<file path="src/design/tcw_pkg.sv">
// ----------------------------------------------------------------------------
// tcw_pkg: shared definitions for the text console writer
// Screen geometry, field widths, command codes, FSM states and the
// command/status bundles between controller and datapath.
// ----------------------------------------------------------------------------
package tcw_pkg;

    localparam int SCREEN_COLS = 80;
    localparam int SCREEN_ROWS = 25;
    localparam int CELL_COUNT  = SCREEN_ROWS * SCREEN_COLS;

    // internal widths
    localparam int ADDR_W = $clog2(CELL_COUNT);
    localparam int CNT_W  = $clog2(CELL_COUNT + 1);
    localparam int ROW_W  = $clog2(SCREEN_ROWS + 1);
    localparam int COL_W  = $clog2(SCREEN_COLS + 1);

    // port field widths
    localparam int MODE_W     = 2;
    localparam int BYTE_W     = 8;
    localparam int INDEX_W    = 11;
    localparam int ROW_PORT_W = 5;
    localparam int COL_PORT_W = 7;
    localparam int CELL_W     = 16;

    localparam logic [CELL_W-1:0] BLANK_CELL = 16'h0020;

    typedef enum logic [MODE_W-1:0] {
        MODE_CLEAR   = 2'd0,
        MODE_PUT     = 2'd1,
        MODE_NEWLINE = 2'd2,
        MODE_READ    = 2'd3
    } t_mode;

    typedef enum logic [3:0] {
        S_INIT,
        S_IDLE,
        S_CLEAR,
        S_PREP,
        S_SCROLL,
        S_WRITE,
        S_NEWLINE,
        S_READ,
        S_RESP
    } t_state;

    typedef struct packed {
        logic capture;     // latch request fields, restart sweep counter
        logic fill;        // write one blank cell, advance counter
        logic home;        // cursor to row 0, column 0
        logic prep;        // column wrap and scroll decision
        logic scroll;      // one step of the scroll copy sweep
        logic write_cell;  // store character at cursor, advance column
        logic newline;     // next row if column nonzero
        logic read_cell;   // read cell at requested index
        logic load_out;    // load result register
    } t_cmd;

    typedef struct packed {
        logic fill_last;
        logic scroll_last;
        logic need_scroll;
        logic out_free;
    } t_status;

endpackage

</file>
<file path="src/design/tcw_ctrl.sv">
// ----------------------------------------------------------------------------
// tcw_ctrl: sequencing state machine
// Steps each request through its states and drives datapath commands.
// ----------------------------------------------------------------------------
module tcw_ctrl (
    input  logic                        i_clk,
    input  logic                        i_rst_n,
    input  logic                        i_in_valid,
    input  logic [tcw_pkg::MODE_W-1:0]  i_mode,
    input  tcw_pkg::t_status            i_status,
    output tcw_pkg::t_cmd               o_cmd,
    output logic                        o_in_ready
);
    import tcw_pkg::*;

    t_state r_state;
    t_state n_state;

    always_ff @(posedge i_clk) begin
        if (!i_rst_n) begin
            r_state <= S_INIT;
        end else begin
            r_state <= n_state;
        end
    end

    always_comb begin
        n_state    = r_state;
        o_cmd      = '0;
        o_in_ready = 1'b0;
        case (r_state)
            S_INIT: begin
                o_cmd.fill = 1'b1;
                if (i_status.fill_last) begin
                    n_state = S_IDLE;
                end
            end
            S_IDLE: begin
                o_in_ready = 1'b1;
                if (i_in_valid) begin
                    o_cmd.capture = 1'b1;
                    case (t_mode'(i_mode))
                        MODE_CLEAR:   n_state = S_CLEAR;
                        MODE_PUT:     n_state = S_PREP;
                        MODE_NEWLINE: n_state = S_NEWLINE;
                        MODE_READ:    n_state = S_READ;
                        default:      n_state = S_IDLE;
                    endcase
                end
            end
            S_CLEAR: begin
                o_cmd.fill = 1'b1;
                if (i_status.fill_last) begin
                    o_cmd.home = 1'b1;
                    n_state    = S_RESP;
                end
            end
            S_PREP: begin
                o_cmd.prep = 1'b1;
                n_state    = i_status.need_scroll ? S_SCROLL : S_WRITE;
            end
            S_SCROLL: begin
                o_cmd.scroll = 1'b1;
                if (i_status.scroll_last) begin
                    n_state = S_WRITE;
                end
            end
            S_WRITE: begin
                o_cmd.write_cell = 1'b1;
                n_state          = S_RESP;
            end
            S_NEWLINE: begin
                o_cmd.newline = 1'b1;
                n_state       = S_RESP;
            end
            S_READ: begin
                o_cmd.read_cell = 1'b1;
                n_state         = S_RESP;
            end
            S_RESP: begin
                if (i_status.out_free) begin
                    o_cmd.load_out = 1'b1;
                    n_state        = S_IDLE;
                end
            end
            default: begin
                n_state = S_INIT;
            end
        endcase
    end

endmodule

</file>
<file path="config.mk">
export PLATFORM = sky130hd
export DESIGN_NAME = tcw_ctrl
export DESIGN_NICKNAME = d
export VERILOG_FILES = /design/src/design/tcw_pkg.sv /design/src/design/tcw_ctrl.sv
export SDC_FILE = /design/constraint.sdc
export NUM_CORES = 1
export LEC_CHECK = 0
export ABC_AREA = 1
export BUFFER_PORTS_ARGS = -buffer_cell sky130_fd_sc_hd__buf_2
export CAP_MARGIN = 30
export CORE_MARGIN = 2
export CORE_UTILIZATION = 25
export CTS_BUF_LIST = sky130_fd_sc_hd__clkbuf_4 sky130_fd_sc_hd__clkbuf_8 sky130_fd_sc_hd__clkbuf_16
export CTS_CLUSTER_DIAMETER = 50
export DETAILED_ROUTE_END_ITERATION = 10
export MAX_ROUTING_LAYER = met4
export PLACE_DENSITY = 0.55
export SLEW_MARGIN = 20
export SYNTH_ARGS = -nofsm -noshare
export SYNTH_HDL_FRONTEND = slang
export SYNTH_SLANG_ARGS = --single-unit
export TNS_END_PERCENT = 100
</file>
<file path="constraint.sdc">
create_clock -name i_clk -period 1 [get_ports i_clk]
set_input_delay 0.05 -clock i_clk [delete_from_list [all_inputs] [get_ports i_clk]]
set_output_delay 0.05 -clock i_clk [all_outputs]
set_load 0.02 [all_outputs]
</file>
; Word-level counts from Yosys, hierarchy flattened
; Cells that the tools add are included.
[op_classes]
eq_ne = 16
mux = 21
n_reduce_logical = 5
[ops]
columns = operator, n
row1 = 4-bit one-hot mux with 7 select lines, 1
row2 = 4-bit 2-to-1 mux, 5
row3 = "4-bit by 3-bit == test with 1-bit output, second input constant", 4
row4 = 4-bit one-hot mux with 4 select lines, 1
row5 = 1-bit 2-to-1 mux, 14
row6 = "2-bit inequality test, second input constant", 5
row7 = "4-bit by 2-bit == test with 1-bit output, second input constant", 2
row8 = 5-bit AND reduction, 1
row9 = "2-bit == test, second input constant", 2
row10 = "4-bit by 1-bit == test with 1-bit output, second input constant", 1
row11 = "4-bit == test, second input constant", 1
row12 = 4-bit logical NOT, 1
row13 = 3-bit OR reduction, 1
row14 = "2-bit by 1-bit == test with 1-bit output, second input constant", 1
row15 = 2-bit logical NOT, 1
row16 = 2-bit OR reduction, 1
[totals]
ff_bits = 4
in_bits = 9
output_inout_bits = 10
wordCells = 43

; Longest topological paths before layout
; Gate-level depths: netlist (run 1).
[depth]
word_depth = 4
mapped_depth = 8
depth_no_buf = 8

; Worst setup path after synthesis (run 1)
; No wires, ideal clock.
[synth_timing]
path_kind = reg2out
from = register r_state[0]
to = output o_cmd[0] in the netlist's numbering
arrival_time_ns = 1.223
required_ns = 0.950
path_slack_ns = -0.273
stages_incl_launch_ff = 4
n_path_buf = 0
path_cell_list = dfxtp_1 nor2_2 inv_1 nor4_1
[synth_lines]
columns = element, line
row1 = from (decl), tcw_ctrl.sv:16  ; t_state r_state;
row2 = from (signal assigned), tcw_ctrl.sv:23  ; r_state <= n_state;
row3 = to (decl), tcw_ctrl.sv:11  ; output tcw_pkg::t_cmd o_cmd,

==> flow_summary_export.csv, run 1 <==
group,metric,value,unit
clock_tree,root_buffer,"clkbuf_4",
clock_tree,cts_buffers,3,
floorplan,die_y,43.5,um
flow_run,drv_cap,0,
logic_synthesis,synth_seq_area_share,20.6,%
global_route,grtUsageTotal,13.4,%
routing,drcViolationCount,0,
pwr,seqPwrFrac,17.1,%
global_route,grt_overflow,0,
global_route,grt_max_degree,7,
routing,dr_wl_met3,48,um
timing,fin_ws,-0.194,ns
final_layout,fin_cells,113,
routing,wl_per_cell,9.66,um
setup_path,cp.arrival,1.14,ns
final_layout,reg_top3,"r_state (4)",
setup_path,crit_type,"reg -> out",
floorplan,coreArea,1490,um^2
placement,place_congestion,0.803,
placement,dp_hpwl,799,um
floorplan,fp.dieW,43.5,um
timing,worst_slew_pin_slew,0.248,ns
setup_path,cp-start-kind,"flip-flop",
pwr,p_int,0.00111,W
routing,dr_wl_met2,591,um
final_layout,layout_common_cells,"buf_4 (18), inv_1 (8), buf_2 (8), nor2_4 (7), buf_6 (7)",
global_route,antenna_found_initial,0,
setup_path,cp_slowest_cell,"dfxtp_4",
clock_tree,tritoncts,"yes",
logic_synthesis,syn_inst,61,
final_layout,largest_register_ffs,4,
pwr,pwr-share-comb,73.7,%
hold_path,hold_path.class,"in -> reg",
final_layout,multi_input_area,310,um^2
routing,drt_first_iter_violations,4,
setup_path,cp-end-kind,"output port",
timing,hold_violations,0,
placement,numPortBuffers,18,
routing,viasPerCell,4.39,
pwr,p_leak,0.398,nW
placement,dp_cells,103,
final_layout,layout-drive-gt1-share,73.2,%
logic_synthesis,syn-cell-area,389,um^2
pwr,clkPwrFrac,9.2,%
routing,vias,496,
pwr,p_switching,0.000954,W
logic_synthesis,ys_ff_latch,4,
clock_tree,cts.path.max_buffers,2,
setup_path,cp_data_required_time,0.95,ns
logic_synthesis,yosys_warnings,0,
floorplan,initial_core_util,26.1,%
timing,drv_slew,0,
timing,fmaxAchievable,837,MHz
logic_synthesis,ys_types,16,
final_layout,utilization,51.7,%
clock_tree,clkSinkCount,4,
pwr,total_power,0.00206,W
pwr,vdd_drop_max,0.00127,V
timing,period_needed,1.19,ns
routing,drt_wl_total,1.09,mm
final_layout,num_antenna_cells,0,
routing,top_layer_used,"met4",
setup_path,slowest_delay,0.36,ns
timing,finalSetupViolCount,14,
clock_tree,insertion_delay,0.23,ns
timing,grt_setup_unrepaired,"true",
final_layout,final_common_cell,"buf_4",
status,run_status,"finished, violations left",
final_layout,syn_to_final_growth,97.7,%
setup_path,path_cells,"nor2_4 > buf_4 > nand2_2 > inv_2 > buf_6",
timing,hold-worst-slack,0.0558,ns
pwr,p_per_area,2680,nW/um^2
global_route,grt_pass1_wl,1.81,mm
floorplan,io-pin-count,19,
status,violations,"setup timing",
pwr,p_sw_share,46.3,%
final_layout,max_flop_register,"r_state",
clock_tree,clk_pin_slew,0.04,ns
logic_synthesis,syn_nets,70,
floorplan,row_count,14,
timing,relSlewSlack,83.4,%
timing,setup-tns-final,-2.16,ns
global_route,first_global_vias,442,
final_layout,fin_nets,108,
final_layout,fillers,147,
final_layout,seq_area,95.1,um^2
timing,finalCritPeriodShare,119,%
routing,ant_nets,0,
setup_path,cp_max_fo,6,
routing,wl_met1,447,um
routing,first_pass_iters,4,
timing,clock-skew-final,0.00315,ns
clock_tree,htree_levels,1,
floorplan,die_area,1890,um^2
logic_synthesis,syn_avg_cell_area,6.38,um^2
power by group through the flow:
stage                     Sequential, W  Clock, W  Combinational (W)
after floorplan                0.000300         0           0.000772
after global placement         0.000310         0            0.00108
after detailed placement       0.000310         0            0.00108
after CTS                      0.000337  0.000205            0.00142
after global routing           0.000360  0.000219            0.00165
final                          0.000351  0.000190            0.00152
cell families (layout without fill, tap and decap cells):
kind of cell,count (synthesis),in the layout,synth area share (%)
compound gates,4,4,7.72
simple gates,37,37,56.3
flops,4,4,20.6
buf+inv,16,52,15.4
cell type report:
cell class                      count  area share [%]
Timing Repair Buffer               33            33.0
Inverter                           16            8.78
Tap cell                           16            2.60
Clock buffer                        3            2.93
Multi-Input combinational cell     41            40.3
Sequential cell                     4            12.4
cells in the mapped netlist:
| cell type | instances | share of area [%] |
|---|---|---|
| nor2_4 | 4 | 12 |
| nand3_1 | 4 | 5.1 |
| nand3_2 | 3 | 7.7 |
| inv_1 | 11 | 11 |
| nor2_2 | 2 | 3.2 |
| nand4_1 | 1 | 1.6 |
| nand2_2 | 5 | 8.0 |
| nand2_1 | 8 | 7.7 |
| o21ai_1 | 1 | 1.3 |
| nor3_1 | 3 | 3.9 |
| nor2_1 | 6 | 5.8 |
| nor4_1 | 1 | 1.6 |
| a21oi_2 | 2 | 4.5 |
| o21a_1 | 1 | 1.9 |
| inv_2 | 5 | 4.8 |
| dfxtp_1 | 4 | 21 |
final timing paths:
check,from,endpoint,slack (ns),cells past startpoint
worst max register to register,r_state[3]$_SDFFE_PN0P_,r_state[3]$_SDFFE_PN0P_,-0.18,7
worst min-delay path,i_rst_n,r_state[1]$_SDFFE_PN0P_,0.06,2
worst min register to register,r_state[3]$_SDFFE_PN0P_,r_state[3]$_SDFFE_PN0P_,0.55,2
worst max-delay path,r_state[3]$_SDFFE_PN0P_,o_cmd[5],-0.19,5
routing by layer:
layer / global-route usage (%) / vias to the layer above
li1: - / 261
met1: 17.2 / 217
met2: 19.7 / 16
met3: 2.50 / 2
met4: 7.27 / 0
met5: - / -
metrics by stage:
stage	area, um^2	worst slack (ns)
6_report	769	-0.194
5_1_grt	769	-0.259
4_1_cts	728	-0.204
3_5_place_dp	586	-0.138
3_3_place_gp	586	-0.143
2_1_floorplan	415	-0.125
repair_timing:
action / CTS / global route
endpoints found under the setup margin: 14 / 14
buffers inserted: 6 / 1
hold buffers: 0 / 0
pin swaps: 5 / 9
resized for setup: 27 / 8
critical path, delay by kind of cell, from the launching register on:
family	cells	cell delay, ns
DFF	1	0.36
buffers and inverters	3	0.30
and+or+nand+nor	2	0.26
No activity file was read; power rests on OpenSTA's default activity.
==> inputs of run 2 (changes only) <==
- CAP_MARGIN: 30 -> 20
- PLACE_DENSITY: 0.55 -> 0.56
==> run 2 against run 1 <==
Against the previous run:
- the flow still finishes with violations (setup timing)
- worst setup slack lost 0.0036 ns
- power grew 5.3%
- worst hold slack gained 0.0028 ns
- largest cell class unchanged
- largest power group unchanged
==> flow_summary_export.csv, run 2 (synthesized netlist as in run 1, its figures left out) <==
group,metric,value,unit
status,run_status,"finished, violations left",
status,violations,"setup timing",
routing,wl_per_cell,10.1,um
timing,period_needed,1.20,ns
final_layout,layout_common_cells,"buf_4 (15), buf_6 (10), buf_2 (8), inv_1 (7)",
routing,first_pass_iters,3,
final_layout,final_cell_area,791,um^2
setup_path,crit_type,"reg -> out",
setup_path,cp-end-kind,"output port",
pwr,seqPwrFrac,16.2,%
pwr,p_int,0.00117,W
setup_path,r2r-end,"r_state[3]$_SDFFE_PN0P_",
setup_path,r2r_start,"r_state[3]$_SDFFE_PN0P_",
final_layout,largest_register_ffs,4,
global_route,grtUsageTotal,13.2,%
clock_tree,clkSinkCount,4,
final_layout,multi_input_area,320,um^2
pwr,pwr-share-comb,74.8,%
setup_path,cp_max_fo,4,
final_layout,reg_top3,"r_state (4)",
setup_path,cp_data_required_time,0.95,ns
setup_path,slowest_delay,0.36,ns
final_layout,fin_cells,113,
final_layout,fin_nets,108,
final_layout,final_common_cell,"buf_4",
clock_tree,root_buffer,"clkbuf_4",
clock_tree,cts_hold_buf,0,
floorplan,fp.dieW,43.5,um
global_route,grt_overflow,0,
timing,setup-tns-final,-2.10,ns
timing,fmaxAchievable,835,MHz
hold_path,hold_path.class,"in -> reg",
final_layout,syn_to_final_growth,103,%
routing,ant_nets,0,
hold_path,whs_path_depth,2,
final_layout,layout-drive-gt1-share,75.3,%
timing,worst_slew_pin_slew,0.181,ns
timing,fin_ws,-0.198,ns
pwr,p_leak,0.399,nW
timing,hold_violations,0,
global_route,first_global_vias,446,
floorplan,die_area,1890,um^2
flow_run,drv_cap,0,
global_route,grtUsageMet3,3.75,%
clock_tree,htree_levels,1,
setup_path,cp-start-kind,"flip-flop",
global_route,grtUsageMet2,20.0,%
routing,drt_wl_total,1.14,mm
floorplan,die_y,43.5,um
final_layout,max_flop_register,"r_state",
floorplan,io-pin-count,19,
clock_tree,insertion_delay,0.23,ns
setup_path,cp_slowest_cell,"dfxtp_4",
clock_tree,cts.path.max_buffers,2,
timing,clock-skew-final,0.00488,ns
pwr,p_per_area,2740,nW/um^2
clock_tree,clk_pin_slew,0.04,ns
floorplan,coreArea,1490,um^2
global_route,grt.busiest_layer,"met2",
routing,viasPerCell,4.50,
global_route,grt_max_degree,6,
final_layout,num_antenna_cells,0,
setup_path,r2r_slack,-0.17,ns
setup_path,path_cells,"nor2_4 > inv_2 > nor2_2 > buf_6",
pwr,clkPwrFrac,9.0,%
setup_path,cp.arrival,1.15,ns
timing,relSlewSlack,87.8,%
pwr,vdd_drop_max,0.00140,V
placement,numPortBuffers,18,
hold_path,hold_end,"r_state[1]$_SDFFE_PN0P_",
final_layout,seq_area,95.1,um^2
floorplan,row_count,14,
placement,dp_cells,102,
routing,vias,508,
clock_tree,tritoncts,"yes",
final_layout,fillers,150,
timing,finalCritPeriodShare,120,%
placement,dp_hpwl,827,um
timing,drv_slew,0,
hold_path,holdCritStartpoint,"i_rst_n",
routing,drt_first_iter_violations,7,
placement,placed_cell_area,578,um^2
floorplan,initial_core_util,26.1,%
routing,drcViolationCount,0,
global_route,antenna_found_initial,0,
timing,finalSetupViolCount,14,
global_route,grt_pass1_wl,1.77,mm
timing,grt_setup_unrepaired,"true",
placement,place_congestion,0.831,
pwr,total_power,0.00217,W
setup_path,reg2regPathDepth,8,
pwr,p_switching,0.00100,W
clock_tree,cts_buffers,3,
pwr,p_sw_share,46.2,%
global_route,grt_util_met1,16.5,%
[run 2: cell counts in the layout (fill, tap and decap cells not counted)]
Identical to the previous run, type by type.
[run 2: worst max-delay path by stage]
stage | depth (start not counted) | endpoint | start | slack [ns]
2_1_floorplan | 7 | r_state[3]$_SDFFE_PN0P_ | r_state[3]$_SDFFE_PN0P_ | -0.13
3_3_place_gp | 7 | r_state[2]$_SDFFE_PN0P_ | r_state[3]$_SDFFE_PN0P_ | -0.14
3_5_place_dp | 7 | r_state[2]$_SDFFE_PN0P_ | r_state[3]$_SDFFE_PN0P_ | -0.15
4_1_cts | 5 | o_cmd[5] | r_state[2]$_SDFFE_PN0P_ | -0.18
5_1_grt | 4 | o_cmd[6] | r_state[3]$_SDFFE_PN0P_ | -0.28
6_report | 4 | o_cmd[7] | r_state[3]$_SDFFE_PN0P_ | -0.20
[run 2: critical path, delay by kind of cell, from the launching register on]
family / cells / cell delay [ns]
simple gates: 2 / 0.34
buf+inv: 2 / 0.23
flops: 1 / 0.36
[run 2: repair_timing]
item,CTS,global route
buffers inserted,6,3
resized for setup,31,10
pin swaps,9,7
endpoints found under the setup margin,14,14
[run 2: cell type report]
type	count	area share, %
multi-input cells	41	40.5
repair buffers	33	33.5
flip-flops and latches	4	12.0
inverters	16	8.54
clock buffers	3	2.85
well taps	16	2.53
[run 2: metal layers]
metal / wire length, um / vias up
met4: 17 / 0
met3: 42 / 2
met2: 601 / 12
li1: - / 261
met5: 0 / -
met1: 476 / 233
[run 2: per-stage QoR]
step | setup slack [ns] | util (%) | hold WS [ns]
after floorplan | -0.125 | - | 0.163
after global placement | -0.142 | 38.8 | 0.295
after detailed placement | -0.148 | 38.8 | 0.297
after CTS | -0.183 | 49.2 | 0.0485
after global routing | -0.277 | 53.1 | 0.0725
final | -0.198 | 53.1 | 0.0587
[run 2: power by group through the flow]
stage	combinational, W	sequential (W)	clock [W]
after global routing	0.00175	0.000359	0.000215
after CTS	0.00142	0.000343	0.000207
after global placement	0.00107	0.000310	0
after floorplan	0.000772	0.000300	0
final	0.00162	0.000351	0.000195
after detailed placement	0.00108	0.000310	0
